<file path="src/hw/rtl/extendible_hash_table_core_assert.svh">
// Assertion macros for the hash table core.
`ifndef EXTENDIBLE_HASH_TABLE_CORE_ASSERT_SVH
`define EXTENDIBLE_HASH_TABLE_CORE_ASSERT_SVH
`ifndef SYNTHESIS
`define EHT_ASSERT_IMPL(label, clk, rst, ante, cons) \
  label: assert property (@(posedge clk) disable iff (rst) (ante) |-> (cons)) \
    else $error("assertion failed");
`define EHT_ASSERT_NEVER(label, clk, rst, cond) \
  label: assert property (@(posedge clk) disable iff (rst) !(cond)) \
    else $error("forbidden condition");
`else
`define EHT_ASSERT_IMPL(label, clk, rst, ante, cons)
`define EHT_ASSERT_NEVER(label, clk, rst, cond)
`endif
`endif

</file>
<file path="src/hw/rtl/eht_pkg.sv">
`timescale 1ns / 1ps
// ----------------------------------------------------------------------------
// eht_pkg
// Shared constants and types for the extendible hash table core.
// ----------------------------------------------------------------------------
package eht_pkg;
  localparam int BucketSlots     = 4;
  localparam int BucketIndexBits = 6;
  localparam int MaxGlobalDepth  = 6;
  localparam int MaxSegments     = 64;
  localparam int KeyW            = 64;
  localparam int CfgW            = 7;

  localparam logic CFG_INIT_DEPTH = 1'b0;
  localparam logic CFG_KEY_BITS   = 1'b1;

  localparam logic OP_GET = 1'b0;
  localparam logic OP_PUT = 1'b1;

  typedef struct packed {
    logic        op;
    logic [63:0] key;
    logic [63:0] value;
  } req_t;

  // Prefix of key at depth d, key width kb (1..64).
  function automatic logic [15:0] prefix_of(input logic [63:0] k, input logic [6:0] kb,
                                            input logic [4:0] d);
    logic [6:0]  sh;
    logic [63:0] m;
    logic [63:0] s;
    begin
      sh = (kb > {2'b0, d}) ? kb - {2'b0, d} : 7'd0;
      m  = (64'd1 << d) - 64'd1;
      s  = k >> sh;
      prefix_of = (d == 5'd0) ? 16'd0 : s[15:0] & m[15:0];
    end
  endfunction
endpackage

</file>
<file path="src/hw/rtl/eht_front.sv">
`timescale 1ns / 1ps
// ----------------------------------------------------------------------------
// eht_front
// Request queue: take transactions from the command port, hold them for the
// engine.
// ----------------------------------------------------------------------------
module eht_front import eht_pkg::*; (
  input  logic  clk,
  input  logic  rst,
  input  logic  push,
  input  req_t  push_req,
  output logic  full,
  input  logic  pop,
  output logic  avail,
  output req_t  head
);
  req_t       q [2];
  logic       wp;
  logic       rp;
  logic [1:0] cnt;

  assign full  = (cnt == 2'd2);
  assign avail = (cnt != 2'd0);
  assign head  = q[rp];

  always_ff @(posedge clk) begin
    if (push) begin
      q[wp] <= push_req;
    end
    if (rst) begin
      wp  <= 1'b0;
      rp  <= 1'b0;
      cnt <= 2'd0;
    end else begin
      if (push) wp <= ~wp;
      if (pop)  rp <= ~rp;
      cnt <= cnt + {1'b0, push} - {1'b0, pop};
    end
  end
endmodule

</file>
<file path="config.mk">
export PLATFORM = sky130hd
export DESIGN_NAME = eht_front
export DESIGN_NICKNAME = d
export VERILOG_FILES = /design/src/hw/rtl/extendible_hash_table_core_assert.svh /design/src/hw/rtl/eht_pkg.sv /design/src/hw/rtl/eht_front.sv
export SDC_FILE = /design/constraint.sdc
export NUM_CORES = 1
export LEC_CHECK = 0
export CORE_ASPECT_RATIO = 1.1
export CORE_UTILIZATION = 45
export DETAILED_ROUTE_END_ITERATION = 7
export DONT_BUFFER_PORTS = 1
export MAX_ROUTING_LAYER = met4
export PLACE_DENSITY = 0.7
export SLEW_MARGIN = 20
export SYNTH_ARGS = -nofsm -noshare
export SYNTH_HDL_FRONTEND = slang
export SYNTH_SLANG_ARGS = --single-unit
</file>
<file path="constraint.sdc">
create_clock -name clk -period 19.9 [get_ports clk]
set_clock_uncertainty 0.15 [all_clocks]
set_input_delay 2.985 -clock clk [delete_from_list [all_inputs] [get_ports clk]]
set_output_delay 2.985 -clock clk [all_outputs]
set_load 0.02 [all_outputs]
</file>
==> results.toml, run 1 <==
[synth]
ys_top_cells_by_area = "edfxtp_1 81%, mux2_2 15%, buf_6 1.5%"
synth_nets = 557
synth_top_area_share_pct = 81.0
synth_cells = 422
synth_seq_cells = 263
ys_types = 13
yosysTopAreaCell = "edfxtp_1"
syn-cell-area_um2 = 9570
avgSynthCellArea_um2 = 22.7
ys_seq_area_share_pct = 82.0
yosysWarnings = 0

[worst_setup_path]
slowest_stage = "dfxtp_4"
cp_max_fo = 66
crit_path_cell_trace = "buf_4 > mux2_2"
cpPeakStageDelay_ns = 0.88
required_ns = 16.77
reg2regPathDepth = 2
r2r_setup_slack_ns = 17.30
crit_path_end_kind = "output pin"
critPathLaunchType = "flip-flop"
worstSetupEndpoint = "head[11]"
critPathArrivalTime_ns = 2.78
rr_endpoint = "q[1][51]$_DFFE_PP_"
crit_type = "reg2out"
worstReg2RegStart = "wp$_SDFFE_PP0P_"

[pwr]
ir_drop_uv = 81.2
p_leak_nw = 3.40
powerDensity_nw_per_um2 = 113

[run_status]
outcome = "finished clean"

[final_layout]
layout_common_cells = "258 x edfxtp_1, 129 x mux2_2, 26 x clkbuf_16, 8 x clkinv_1, 7 x clkbuf_1"
nNetsFinal = 575
final_area_um2 = 10600
final_common_cell = "edfxtp_1"
drive_gt1_share_pct = 37.0
syn_to_final_growth_pct = 10.7

[sta]
final-setup-viol-count = 0
drv_slew = 0
relSlewSlack_pct = 34.6
period_needed_ns = 5.92
finalCritPeriodShare_pct = 29.7
fmax_mhz = 169
rsz0062_at_grt = "no"
hold_viol = 0
tightest_slew_ns = 0.981
setup_tns_ns = 0

[place]
placed_area_um2 = 9820
dp_hpwl_mm = 10.5
gp_congestion = 0.802
port_buffers = 0

[detailed_routing]
dr.pass1.iters = 4
drcViolationCount = 0
num_vias = 3896
wl_per_cell_um = 21.6
first_iter_violations = 185
vias_per_cell = 5.20
ant_nets = 0
wl_mm = 16.2

[clock_tree]
cts_hold_buf = 0
cts_tree = "built"
clk_pin_slew_ns = 0.06
cts_resized = 0
cts_buffers = 26
post_cts_buffers = 0
h-tree-depth = 1
clock-sinks = 263
clock_tree.root_cell = "clkbuf_16"
cts_max_path_buffers = 3
clock_latency_ns = 0.51

[worst_hold_path]
hold_path_class = "reg2reg"

[die]
core-area_um2 = 20700
rows = 55
ioPinCount = 264
initial_core_util_pct = 46.2
chipWidth_um = 141
die_h_um = 155
die_area_um2 = 21900

[global_routing]
grt_first_pass_wirelength_mm = 23.3
grt_pass1_vias = 4158
grt_usage_pct = 14.6
antenna_found_initial = 2
grt_max_degree = 74
grt_remaining_overflow = 0

[run]
cap_viol_max_count = 0
## where the power goes
group          internal [mW]  switching [mW]
logic                 0.0352          0.0743
clock network          0.241           0.189
registers              0.648          0.0132
total                  0.924           0.277
## Yosys cell counts, drive strengths merged
| master | number |
|---|---|
| buf | 14 |
| mux2 | 129 |
| ha | 2 |
| nor2b | 3 |
| xnor3 | 1 |
| dfxtp | 5 |
| edfxtp | 258 |
| and2 | 1 |
| nor2 | 4 |
| inv | 2 |
| xnor2 | 2 |
| or2 | 1 |
## kinds of logic after synthesis
kind of cell | count (synthesis) | share of synthesized area, %
flops | 263 | 82.0
mux | 129 | 15.2
buf+inv | 16 | 1.66
simple gates | 9 | 0.484
xor+xnor | 3 | 0.418
fa+ha+maj | 2 | 0.261
## worst max-delay path, delay by kind of cell (launching register included)
kind | cells | cell delay (ns)
mux | 1 | 0.49
buf+inv | 1 | 0.76
flops | 1 | 0.88
## per-stage QoR
stage	utilization [%]	power [mW]	std cells	hold WS (ns)	setup slack [ns]
6_report	51.1	1.20	749	0.367	13.98
5_1_grt	51.1	1.24	749	0.408	13.82
4_1_cts	51.1	1.22	745	0.373	13.91
3_5_place_dp	47.4	0.784	697	0.349	14.43
3_3_place_gp	47.4	0.781	697	0.344	14.56
2_1_floorplan	-	0.773	422	0.330	10.54
## routing by layer
layer	wire length, um	up-vias	global-route usage (%)
met5	0	-	-
met4	451	0	5.69
met3	1810	37	6.53
met2	8400	191	25.0
met1	5530	1951	14.6
li1	-	1717	-
## state kept, by name, indices dropped and copies added, names as in the netlist, named ones only
| signal | flops |
|---|---|
| cnt | 2 |
| q | 258 |
| rp | 1 |
| wp | 1 |
## worst min-delay path by stage
stage	startpoint	end	slack, ns	cells after the start
after global placement	rp$_SDFFE_PP0P_	rp$_SDFFE_PP0P_	0.34	2
after detailed placement	rp$_SDFFE_PP0P_	flip-flop	0.35	2
after CTS	rp$_SDFFE_PP0P_	rp$_SDFFE_PP0P_	0.37	2
final	rp$_SDFFE_PP0P_	rp$_SDFFE_PP0P_	0.37	2
after floorplan	rp$_SDFFE_PP0P_	flip-flop	0.33	2
after global routing	rp$_SDFFE_PP0P_	flip-flop	0.41	2
## final cells by class
class                   count  area (um^2)
well taps                 285          357
clock inverters            15         85.1
fillers                  1609        10100
clock buffers              33          677
inverters                   2         7.51
diodes                      4         10.0
flip-flops and latches    263         7850
multi-input cells         143         1570
repair buffers              4         30.0
Power figures use the tool's default switching activity.
==> run 2: changes to the inputs <==
--- a/config.mk
+++ b/config.mk
@@ -10,7 +10,7 @@
 export DETAILED_ROUTE_END_ITERATION = 7
 export DONT_BUFFER_PORTS = 1
 export MAX_ROUTING_LAYER = met4
-export PLACE_DENSITY = 0.7
+export PLACE_DENSITY = 0.72
 export SLEW_MARGIN = 20
 export SYNTH_ARGS = -nofsm -noshare
 export SYNTH_HDL_FRONTEND = slang
==> constraint.sdc (replaced) <==
create_clock -name clk -period 5.2 [get_ports clk]
set_clock_uncertainty 0.15 [all_clocks]
set_input_delay 0.78 -clock clk [delete_from_list [all_inputs] [get_ports clk]]
set_output_delay 0.78 -clock clk [all_outputs]
set_load 0.02 [all_outputs]
==> run 2 against run 1 <==
- sequential share of layout area shrank 0.35 points
- count of clock-buffer cells in the layout shrank 8
- cell area grew 0.47%
- global-route usage shrank 0.063 points
- core utilization grew 0.24 points
- non-clock buffer count grew 2
- cell count shrank 0.93%
- combinational power grew to 3.8 times the previous value
- register-to-register slack lost 14 ns
- worst hold slack lost 0.19 ns
- critical endpoint is now head[33]
- highest routed layer unchanged
==> results.toml, run 2 (synthesis gave the netlist of run 1 again) <==
[run_status]
outcome = "finished clean"

[worst_setup_path]
slowest_stage = "dfxtp_4"
worstReg2RegStart = "wp$_SDFFE_PP0P_"
worst-path-buf-inv = 1
worstSetupEndpoint = "head[33]"
crit_path_cell_trace = "buf_4 > mux2_2"
cp_max_fo = 72
rr_endpoint = "q[0][126]$_DFFE_PP_"
path_depth = 2
critPathLaunchType = "flip-flop"
reg2regPathDepth = 2
r2r_setup_slack_ns = 3.03
cpPeakStageDelay_ns = 0.97
crit_family = "flip-flops"
critPathArrivalTime_ns = 2.48
crit_type = "reg2out"
crit_path_end_kind = "output pin"
required_ns = 4.27

[sta]
relSlewSlack_pct = 35.8
setup_tns_ns = 0
finalCritPeriodShare_pct = 65.5
period_needed_ns = 3.41
rsz0062_at_grt = "no"
drv_slew = 0
final-setup-viol-count = 0
fmax_mhz = 293
tightest_slew_ns = 0.964
fin_ws_ns = 1.79
hold_viol = 0

[clock_tree]
post_cts_buffers = 0
h-tree-depth = 1
cts_max_path_buffers = 3
cts_hold_buf = 0
cts_tree = "built"
cts_buffers = 25
clock-sinks = 263
cts_resized = 0
clock_tree.root_cell = "clkbuf_16"
clk_pin_slew_ns = 0.06
clock_latency_ns = 0.51

[global_routing]
grt_first_pass_wirelength_mm = 23.1
antenna_found_initial = 0
grt_remaining_overflow = 0
grt_max_degree = 73
grt_pass1_vias = 4123
grt_usage_pct = 14.6

[detailed_routing]
wl_per_cell_um = 21.4
vias_per_cell = 5.13
dr.pass1.iters = 6
wl_mm = 15.9
first_iter_violations = 215
ant_nets = 0
num_vias = 3808
drcViolationCount = 0

[final_layout]
final_area_um2 = 10600
layout_common_cells = "258 x edfxtp_1, 129 x mux2_2, 25 x clkbuf_16, 10 x clkinv_1, 6 x buf_4"
top_register = "q"
final_util_pct = 51.4
top_regs = "q x258, cnt x2"
drive_gt1_share_pct = 37.6
largest_reg_flops = 258
nNetsFinal = 576
final_common_cell = "edfxtp_1"
diodes = 0
fill_cells = 1620
syn_to_final_growth_pct = 11.2

[place]
dp_hpwl_mm = 10.6
placed_area_um2 = 9830
gp_congestion = 0.716
pre_cts_ws_ns = 2.27
port_buffers = 0

[die]
chipWidth_um = 141
ioPinCount = 264
rows = 55
core-area_um2 = 20700
die_h_um = 155
die_area_um2 = 21900
initial_core_util_pct = 46.2

[run]
cap_viol_max_count = 0

[pwr]
ir_drop_uv = 266
powerDensity_nw_per_um2 = 443
p_leak_nw = 3.44

[worst_hold_path]
hold_path_class = "in2reg"
==> run 2: cell count changes in the layout (fill, tap and decap cells not counted), sizes merged <==
cell	change
clkbuf	-8
bufinv	+4
diode	-4
buf	+2
clkinvlp	-2
clkinv	+1
==> run 2: per-stage QoR <==
| step | hold WS (ns) | std cells | total power [mW] |
|---|---|---|---|
| 6_report | 0.181 | 742 | 4.72 |
| 3_5_place_dp | 0.351 | 699 | 3.00 |
| 3_3_place_gp | 0.346 | 699 | 2.98 |
| 2_1_floorplan | 0.330 | 422 | 2.95 |
| 4_1_cts | 0.153 | 742 | 4.78 |
| 5_1_grt | 0.154 | 742 | 4.88 |
==> run 2: metal layers <==
metal  wire length (um)  part of all wire (%)  vias to the layer above  GRT usage (%)
met4                393                   2.5                        0           5.23
met3               1660                    10                       34           5.97
met2               8490                    54                      178           25.5
li1                   -                     -                     1708              -
met1               5320                    34                     1888           14.6
met5                  0                     0                        -              -
==> run 2: layout make-up <==
class	count	area (um^2)	share of cell area, %
clock buffers	25	626	5.88
inverters	2	7.51	0.0705
clock inverters	18	181	1.70
well taps	285	357	3.35
repair buffers	6	45.0	0.423
flip-flops and latches	263	7850	73.8
multi-input cells	143	1570	14.8
==> run 2: how the worst min path moves through the flow <==
stage / startpoint / end / slack [ns] / cells past startpoint
final: rst / flip-flop / 0.18 / 1
after global routing: rst / flip-flop / 0.15 / 1
after CTS: rst / flip-flop / 0.15 / 1
after detailed placement: rp$_SDFFE_PP0P_ / rp$_SDFFE_PP0P_ / 0.35 / 2
after global placement: rp$_SDFFE_PP0P_ / rp$_SDFFE_PP0P_ / 0.35 / 2
after floorplan: rp$_SDFFE_PP0P_ / flip-flop / 0.33 / 2
==> run 2: where the power goes <==
part | internal [mW] | leakage [nW] | switching (mW)
logic | 0.136 | 0.580 | 0.281
clock network | 1.07 | 0.397 | 0.707
registers | 2.48 | 2.46 | 0.0515
